[config.mk]
export PLATFORM = sky130hd
export DESIGN_NAME = lru_page_replacement_unit
export DESIGN_NICKNAME = d
export VERILOG_FILES = /design/src/rtl/lru_pkg.sv /design/src/rtl/lru_page_replacement_unit.sv /design/src/rtl/lru_ram.sv
export SDC_FILE = /design/constraint.sdc
export NUM_CORES = 1
export LEC_CHECK = 0
export BUFFER_PORTS_ARGS = -buffer_cell sky130_fd_sc_hd__buf_2
export CAP_MARGIN = 15
export CORE_ASPECT_RATIO = 1.4
export CORE_MARGIN = 10
export CORE_UTILIZATION = 55
export CTS_CLUSTER_SIZE = 30
export DETAILED_ROUTE_END_ITERATION = 12
export GPL_ROUTABILITY_DRIVEN = 1
export PLACE_DENSITY = 0.82
export SYNTH_ARGS = -nofsm -noshare
export SYNTH_HDL_FRONTEND = slang
export SYNTH_SLANG_ARGS = --single-unit
[constraint.sdc]
create_clock -name clk -period 5.5 [get_ports clk]
set_input_delay 0.55 -clock clk [delete_from_list [all_inputs] [get_ports clk]]
set_output_delay 0.55 -clock clk [all_outputs]
set_load 0.05 [all_outputs]
[src/rtl/lru_pkg.sv]
`timescale 1ns / 1ps
// ----------------------------------------------------------------------------
// lru_pkg
// Shared widths, register indexes and reset values for the lru page
// replacement unit.
// ----------------------------------------------------------------------------
package lru_pkg;

  localparam int ADDR_W     = 31;
  localparam int PAGE_W     = 31;
  localparam int FRAME_W    = 4;
  localparam int CNT_W      = 32;
  localparam int NFRAMES_W  = 5;
  localparam int CFG_IDX_W  = 8;
  localparam int CFG_DATA_W = 32;

  localparam int DIV_STEPS  = 31;
  localparam int DIV_CNT_W  = 5;

  localparam logic [CFG_IDX_W-1:0] CFG_FRAMES_IN_USE = 8'd0;
  localparam logic [CFG_IDX_W-1:0] CFG_PAGE_SIZE     = 8'd1;

  localparam logic [NFRAMES_W-1:0] FRAMES_IN_USE_RST = 5'd16;
  localparam logic [PAGE_W-1:0]    PAGE_SIZE_RST     = 31'd4096;

endpackage

[src/rtl/lru_page_replacement_unit.sv]
`timescale 1ns / 1ps
// ----------------------------------------------------------------------------
// lru_page_replacement_unit
// Fully associative lru page table: page number by serial divide, tag scan,
// then hit promotion, empty fill or lru eviction.
// ----------------------------------------------------------------------------
// An item is taken when start is high and busy is low. It passes through
// the one-bit-per-cycle restoring divider, a scan of the page table through
// its single read port over n entries, n being the effective frames_in_use,
// and an update state. done is high for exactly one cycle with hit, frame,
// page_number, fault_count and reference_count valid; there is no way to
// stall it, so the receiver must take the item in that cycle. A new item
// may be started in the same cycle that done is high. Configuration is
// always ready and is meant to be written only while busy is low.
// ----------------------------------------------------------------------------
module lru_page_replacement_unit #(
  parameter int FRAMES = 16
) (
  input  logic                             clk,
  input  logic                             rst,
  input  logic                             start,
  output logic                             busy,
  input  logic [lru_pkg::ADDR_W-1:0]       address,
  output logic                             done,
  output logic                             hit,
  output logic [lru_pkg::FRAME_W-1:0]      frame,
  output logic [lru_pkg::PAGE_W-1:0]       page_number,
  output logic [lru_pkg::CNT_W-1:0]        fault_count,
  output logic [lru_pkg::CNT_W-1:0]        reference_count,
  input  logic                             cfg_valid,
  output logic                             cfg_ready,
  input  logic [lru_pkg::CFG_IDX_W-1:0]    cfg_index,
  input  logic [lru_pkg::CFG_DATA_W-1:0]   cfg_data
);

  localparam int IdxW    = (FRAMES > 1) ? $clog2(FRAMES) : 1;
  localparam int CntW    = $clog2(FRAMES + 1);
  localparam int PageW   = lru_pkg::PAGE_W;
  localparam int FrameW  = lru_pkg::FRAME_W;
  localparam int NfW     = lru_pkg::NFRAMES_W;
  localparam int DivCntW = lru_pkg::DIV_CNT_W;

  typedef enum logic [1:0] {
    S_IDLE,
    S_DIV,
    S_SCAN,
    S_UPDATE
  } state_t;

  state_t state;

  logic [NfW-1:0]   frames_in_use;
  logic [PageW-1:0] page_bytes;
  logic [PageW-1:0] divisor;
  logic [CntW-1:0]  n_eff;

  logic [PageW-1:0]   rem;
  logic [PageW-1:0]   page;
  logic [DivCntW-1:0] div_cnt;
  logic [PageW:0]     trial;
  logic [PageW:0]     trial_diff;
  logic               trial_ge;

  logic [FRAMES-1:0] valid;
  logic [FRAMES-1:0] valid_next;
  logic [IdxW-1:0]   age      [FRAMES];
  logic [IdxW-1:0]   age_next [FRAMES];

  logic [CntW-1:0]  scan_cnt;
  logic             cmp_pend;
  logic [IdxW-1:0]  cmp_idx;
  logic             cmp_valid;
  logic [IdxW-1:0]  cmp_age;
  logic [PageW-1:0] ram_rdata;

  logic            hit_found;
  logic [IdxW-1:0] hit_idx;
  logic            empty_found;
  logic [IdxW-1:0] empty_idx;
  logic [IdxW-1:0] victim_idx;
  logic [IdxW-1:0] victim_age;

  logic [IdxW-1:0] sel_frame;
  logic [IdxW-1:0] sel_age;
  logic            fill;
  logic            ram_we;

  assign busy        = (state != S_IDLE);
  assign cfg_ready   = 1'b1;
  assign page_number = page;

  assign divisor = (page_bytes == '0) ? PageW'(1) : page_bytes;

  always_comb begin
    if (frames_in_use == '0) begin
      n_eff = CntW'(1);
    end else if (int'(frames_in_use) > FRAMES) begin
      n_eff = CntW'(FRAMES);
    end else begin
      n_eff = CntW'(frames_in_use);
    end
  end

  // restoring divider step
  assign trial      = {rem, page[PageW-1]};
  assign trial_ge   = (trial >= {1'b0, divisor});
  assign trial_diff = trial - {1'b0, divisor};

  assign cmp_valid = valid[cmp_idx];
  assign cmp_age   = age[cmp_idx];

  // replacement decision
  assign sel_frame = hit_found ? hit_idx : (empty_found ? empty_idx : victim_idx);
  assign sel_age   = age[sel_frame];
  assign fill      = !hit_found && empty_found;
  assign ram_we    = (state == S_UPDATE) && !hit_found;

  always_comb begin
    valid_next = valid;
    valid_next[sel_frame] = 1'b1;
    for (int i = 0; i < FRAMES; i++) begin
      age_next[i] = age[i];
      if (fill) begin
        if (valid[i]) begin
          age_next[i] = age[i] + 1'b1;
        end
      end else if ((IdxW'(i) != sel_frame) && valid[i] && (age[i] < sel_age)) begin
        age_next[i] = age[i] + 1'b1;
      end
    end
    age_next[sel_frame] = '0;
  end

  lru_ram #(
    .WIDTH (PageW),
    .DEPTH (FRAMES)
  ) u_page_ram (
    .clk   (clk),
    .we    (ram_we),
    .waddr (sel_frame),
    .wdata (page),
    .raddr (scan_cnt[IdxW-1:0]),
    .rdata (ram_rdata)
  );

  always_ff @(posedge clk) begin
    if (rst) begin
      state           <= S_IDLE;
      done            <= 1'b0;
      valid           <= '0;
      for (int i = 0; i < FRAMES; i++) begin
        age[i] <= '0;
      end
      fault_count     <= '0;
      reference_count <= '0;
      frames_in_use   <= lru_pkg::FRAMES_IN_USE_RST;
      page_bytes      <= lru_pkg::PAGE_SIZE_RST;
      cmp_pend        <= 1'b0;
      hit_found       <= 1'b0;
      empty_found     <= 1'b0;
    end else begin
      done <= 1'b0;

      if (cfg_valid && cfg_ready) begin
        unique case (cfg_index)
          lru_pkg::CFG_FRAMES_IN_USE: frames_in_use <= cfg_data[NfW-1:0];
          lru_pkg::CFG_PAGE_SIZE:     page_bytes    <= cfg_data[PageW-1:0];
          default: ;
        endcase
      end

      unique case (state)
        S_IDLE: begin
          if (start) begin
            rem     <= '0;
            page    <= address;
            div_cnt <= '0;
            state   <= S_DIV;
          end
        end

        S_DIV: begin
          rem  <= trial_ge ? trial_diff[PageW-1:0] : trial[PageW-1:0];
          page <= {page[PageW-2:0], trial_ge};
          if (div_cnt == DivCntW'(lru_pkg::DIV_STEPS - 1)) begin
            scan_cnt    <= '0;
            cmp_pend    <= 1'b0;
            hit_found   <= 1'b0;
            empty_found <= 1'b0;
            state       <= S_SCAN;
          end else begin
            div_cnt <= div_cnt + 1'b1;
          end
        end

        S_SCAN: begin
          // read issued in the cycle before its compare
          if (scan_cnt < n_eff) begin
            cmp_pend <= 1'b1;
            cmp_idx  <= scan_cnt[IdxW-1:0];
            scan_cnt <= scan_cnt + 1'b1;
          end else begin
            cmp_pend <= 1'b0;
            state    <= S_UPDATE;
          end
          if (cmp_pend) begin
            if (cmp_valid && (ram_rdata == page) && !hit_found) begin
              hit_found <= 1'b1;
              hit_idx   <= cmp_idx;
            end
            if (!cmp_valid && !empty_found) begin
              empty_found <= 1'b1;
              empty_idx   <= cmp_idx;
            end
            if ((cmp_idx == '0) || (cmp_age > victim_age)) begin
              victim_idx <= cmp_idx;
              victim_age <= cmp_age;
            end
          end
        end

        S_UPDATE: begin
          valid <= valid_next;
          for (int i = 0; i < FRAMES; i++) begin
            age[i] <= age_next[i];
          end
          if (!hit_found && (fault_count != '1)) begin
            fault_count <= fault_count + 1'b1;
          end
          if (reference_count != '1) begin
            reference_count <= reference_count + 1'b1;
          end
          hit   <= hit_found;
          frame <= FrameW'(sel_frame);
          done  <= 1'b1;
          state <= S_IDLE;
        end

        default: state <= S_IDLE;
      endcase
    end
  end

endmodule

[src/rtl/lru_ram.sv]
`timescale 1ns / 1ps
// ----------------------------------------------------------------------------
// lru_ram
// Generic single write port, single read port ram with registered read data.
// ----------------------------------------------------------------------------
module lru_ram #(
  parameter int WIDTH = 31,
  parameter int DEPTH = 16
) (
  input  logic                                      clk,
  input  logic                                      we,
  input  logic [((DEPTH > 1) ? $clog2(DEPTH) : 1)-1:0] waddr,
  input  logic [WIDTH-1:0]                          wdata,
  input  logic [((DEPTH > 1) ? $clog2(DEPTH) : 1)-1:0] raddr,
  output logic [WIDTH-1:0]                          rdata
);

  logic [WIDTH-1:0] mem [DEPTH];

  always_ff @(posedge clk) begin
    if (we) begin
      mem[waddr] <= wdata;
    end
    rdata <= mem[raddr];
  end

endmodule
==> results.toml <==
[clocking]
holdBufCountCts = 0
h-tree-depth = 3
clockBufferDepth = 3
cts_root_buf = "clkbuf_16"
cts.sink_count = 814
cts_tree = "built"
cts_buffers = 77
cts-resized-gates = 0
insertion_delay_ns = 0.64
post_cts_buffers = 0
path_clk_slew_ns = 0.07

[floorplan]
die_h_um = 327
die-area_mm2 = 0.0780
num_rows = 112
start_util = 0.555
die_x_um = 239
core_mm2 = 0.0666
boundaryPins = 178

[power_and_ir_drop]
ir_worst_vdd_mv = 0.244
power_frac_clock = 0.320
p_sw_mw = 5.09
leakagePower_nw = 14.3
p_int_mw = 11.8
p_sw_frac = 0.302
power_frac_comb = 0.223
power_frac_seq = 0.457
powerDensity_mw_per_mm2 = 407

[placed_design]
io_buffers = 175
dp_hpwl_mm = 57.5
dpl.cell_count = 3533
place_congestion = 0.905

[timing]
fin_crit_ns = 4.73
holdWs_ns = 0.155
rsz0062_at_grt = "no"
setup_tns_ns = 0
finalClockSkew_ns = 0.0230
max_freq_mhz = 211
report.final.setup_viol = 0
slew_violations = 0
finalCritPeriodShare = 0.861
finalHoldViolCount = 0
slew_headroom = 0.231
worstMarginPinSlew_ns = 1.14

[global_route]
track_usage = 0.241
grt_pass1_wl_mm = 145
grt_overflow_total = 0
grt_max_degree = 98
grt_pass1_vias = 24700
antenna_found_initial = 3

[critical_path]
crit_path_frequent_cell = "a21oi_1"
worst-endpoint-required_ns = 5.98
startpoint = "empty_found$_SDFFE_PP0P_"
worstPathArrival_ns = 5.22
worst_r2r_endpoint = "age[0][2]$_SDFFCE_PN0P_"
r2r_slack_ns = 0.77
worstSetupPathType = "flop to flop"
slowest_stage = "a2111oi_0"
critPathCaptureType = "flop"
startpoint_type = "flop"
r2r-start = "empty_found$_SDFFE_PP0P_"
r2r_cells = 15
crit_fanout = 11
crit_chain = "mux2i_1 > o21a_1 > inv_1 > buf_4 > mux4_2 > nand2_1 > a21oi_1 > a21oi_1 > buf_4 > ha_1 > a2111oi_0 > a32o_1 > o21ai_0 > or3_1 > a21oi_1"
critPathMaxStageDelay_ns = 0.60

[logic_synthesis]
avgSynthCellArea_um2 = 14.5
ys_ff_latch = 814
ys.flop_type = "edfxtp_1"
synth_nets = 2741
synth_top_area_frac = 0.534
synth_area_mm2 = 0.0369
netlist_top_cells_area = "edfxtp_1 53%, mux4_2 12%, dfxtp_1 8.5%"
async_flop_share = 0
synth_edf_count = 657
postSynthCellCount = 2553
ys_warn_count = 0
netlist-cell-type-count = 75
ys_seq_area_frac = 0.619
yosysTopAreaCell = "edfxtp_1"

[status]
status = "finished, final reports clean"

[finish]
area_delta_synth_final_pct = 12.4
drive_gt1_frac = 0.225
nets = 2946
postLayoutCoreUtil = 0.623
fin_cells = 3677

[routing]
drc = 0
via_per_inst = 6.46
wl_per_cell_um = 26.0
num_vias = 23800
drtIter0Drc = 2686
ant_nets = 0
wirelength_mm = 95.6
firstDrtPassIters = 5

[job]
cap_violations = 0

[worst_hold_path]
hold_path_class = "input pin to flop"
worstHoldStart = "cfg_data[12]"
hold_path_depth = 3
holdPathEnd = "page_bytes[12]$_SDFFE_PP1P_"
[worst max-delay path: cells and delay by family (launching register included)]
family | cells | cell delay (ns)
compound gates | 7 | 1.69
buf+inv | 3 | 0.91
mux | 2 | 0.66
flops | 1 | 0.57
simple gates | 2 | 0.47
fa+ha+maj | 1 | 0.27
[how the worst max path moves through the flow]
stage	to	slack [ns]	cells after the start
5_1_grt	age[0][2]$_SDFFCE_PN0P_	0.46	15
3_5_place_dp	age[0][2]$_SDFFCE_PN0P_	0.83	15
6_report	age[0][2]$_SDFFCE_PN0P_	0.77	15
4_1_cts	age[0][2]$_SDFFCE_PN0P_	0.79	15
3_3_place_gp	age[0][2]$_SDFFCE_PN0P_	1.08	15
2_1_floorplan	age[0][2]$_SDFFCE_PN0P_	0.95	16
[layer usage]
metal | GRT usage | vias to the layer above | wire, um | part of all wire
met3 | 0.0447 | 334 | 7680 | 0.080
li1 | - | 10300 | - | -
met1 | 0.278 | 11800 | 33300 | 0.35
met5 | 0 | - | 0 | 0
met2 | 0.418 | 1319 | 49300 | 0.52
met4 | 0.132 | 0 | 5230 | 0.055
[power groups by stage]
stage	clock [mW]	sequential (mW)	combinational, mW
final	5.40	7.72	3.76
after global routing	5.68	7.77	4.05
after CTS	5.44	7.71	3.72
after detailed placement	0	7.83	3.68
after global placement	0	7.78	3.53
after floorplan	0	7.89	2.49
[area by class of cell]
class                   count  area [um2]
clock inverters            41         429
multi-input cells        1542       13300
well taps                 855        1070
flip-flops and latches    814       22900
clock buffers              99        2100
inverters                  88         335
diodes                      3        7.51
repair buffers            235        1350
fillers                  4604       25100
[cell usage in the layout, fill, tap and decap left out, drive strengths merged, types with 19 or more instances in the layout]
cell type / instances
ha: 112
nor3: 20
buf: 235
inv: 91
edfxtp: 657
xnor2: 35
nor4: 34
clkbuf: 99
mux2i: 38
nor2: 186
o21ai: 93
or3: 36
a21o: 20
and2: 19
dfxtp: 157
nand4: 42
nand2: 175
mux2: 41
nand3: 41
clkinv: 28
and3: 27
a31oi: 22
mux4: 192
xor2: 81
a21oi: 153
[per-stage QoR]
step / total power [mW] / area (um2) / setup WS [ns]
3_5_place_dp: 11.5 / 38900 / 0.834
3_3_place_gp: 11.3 / 38900 / 1.08
2_1_floorplan: 10.4 / 36900 / 0.946
6_report: 16.9 / 41500 / 0.766
5_1_grt: 17.5 / 41500 / 0.463
4_1_cts: 16.9 / 41400 / 0.791
[flip-flops by register name, summed over array words and instances, names as in the netlist, 5 cells and up, named ones only]
register          count
page_bytes           31
age                  64
frames_in_use         5
u_page_ram.rdata     31
fault_count          32
scan_cnt              5
div_cnt               5
u_page_ram.mem      496
reference_count      32
rem                  31
valid                16
page_number          31
[Yosys cell counts (all sizes together) (10+ instances only)]
cell / number
edfxtp: 657
mux4: 192
nor2: 186
nand2: 175
dfxtp: 157
a21oi: 153
ha: 112
o21ai: 93
inv: 86
xor2: 81
clkbuf: 70
nand4: 42
mux2: 41
nand3: 41
buf: 39
mux2i: 38
or3: 36
xnor2: 35
nor4: 34
and3: 27
a31oi: 22
a21o: 20
nor3: 20
and2: 19
a211oi: 17
o21a: 17
nand3b: 16
nor2b: 13
o211ai: 11
or2: 11
o31ai: 10
[kinds of logic (layout without fill, tap and decap cells)]
| kind of cell | Yosys count | after routing | synth area share |
|---|---|---|---|
| other | 1 | 4 | 0.000102 |
| adder cells (fa/ha/maj) | 113 | 113 | 0.0385 |
| XOR/XNOR | 116 | 116 | 0.0275 |
| buffers and inverters | 197 | 463 | 0.0222 |
| AO/OA/AOI/OAI | 391 | 391 | 0.0668 |
| flip-flops | 814 | 814 | 0.619 |
| multiplexers | 271 | 271 | 0.140 |
| AND/OR/NAND/NOR | 650 | 650 | 0.0855 |
(Power assumes the default switching activity.)
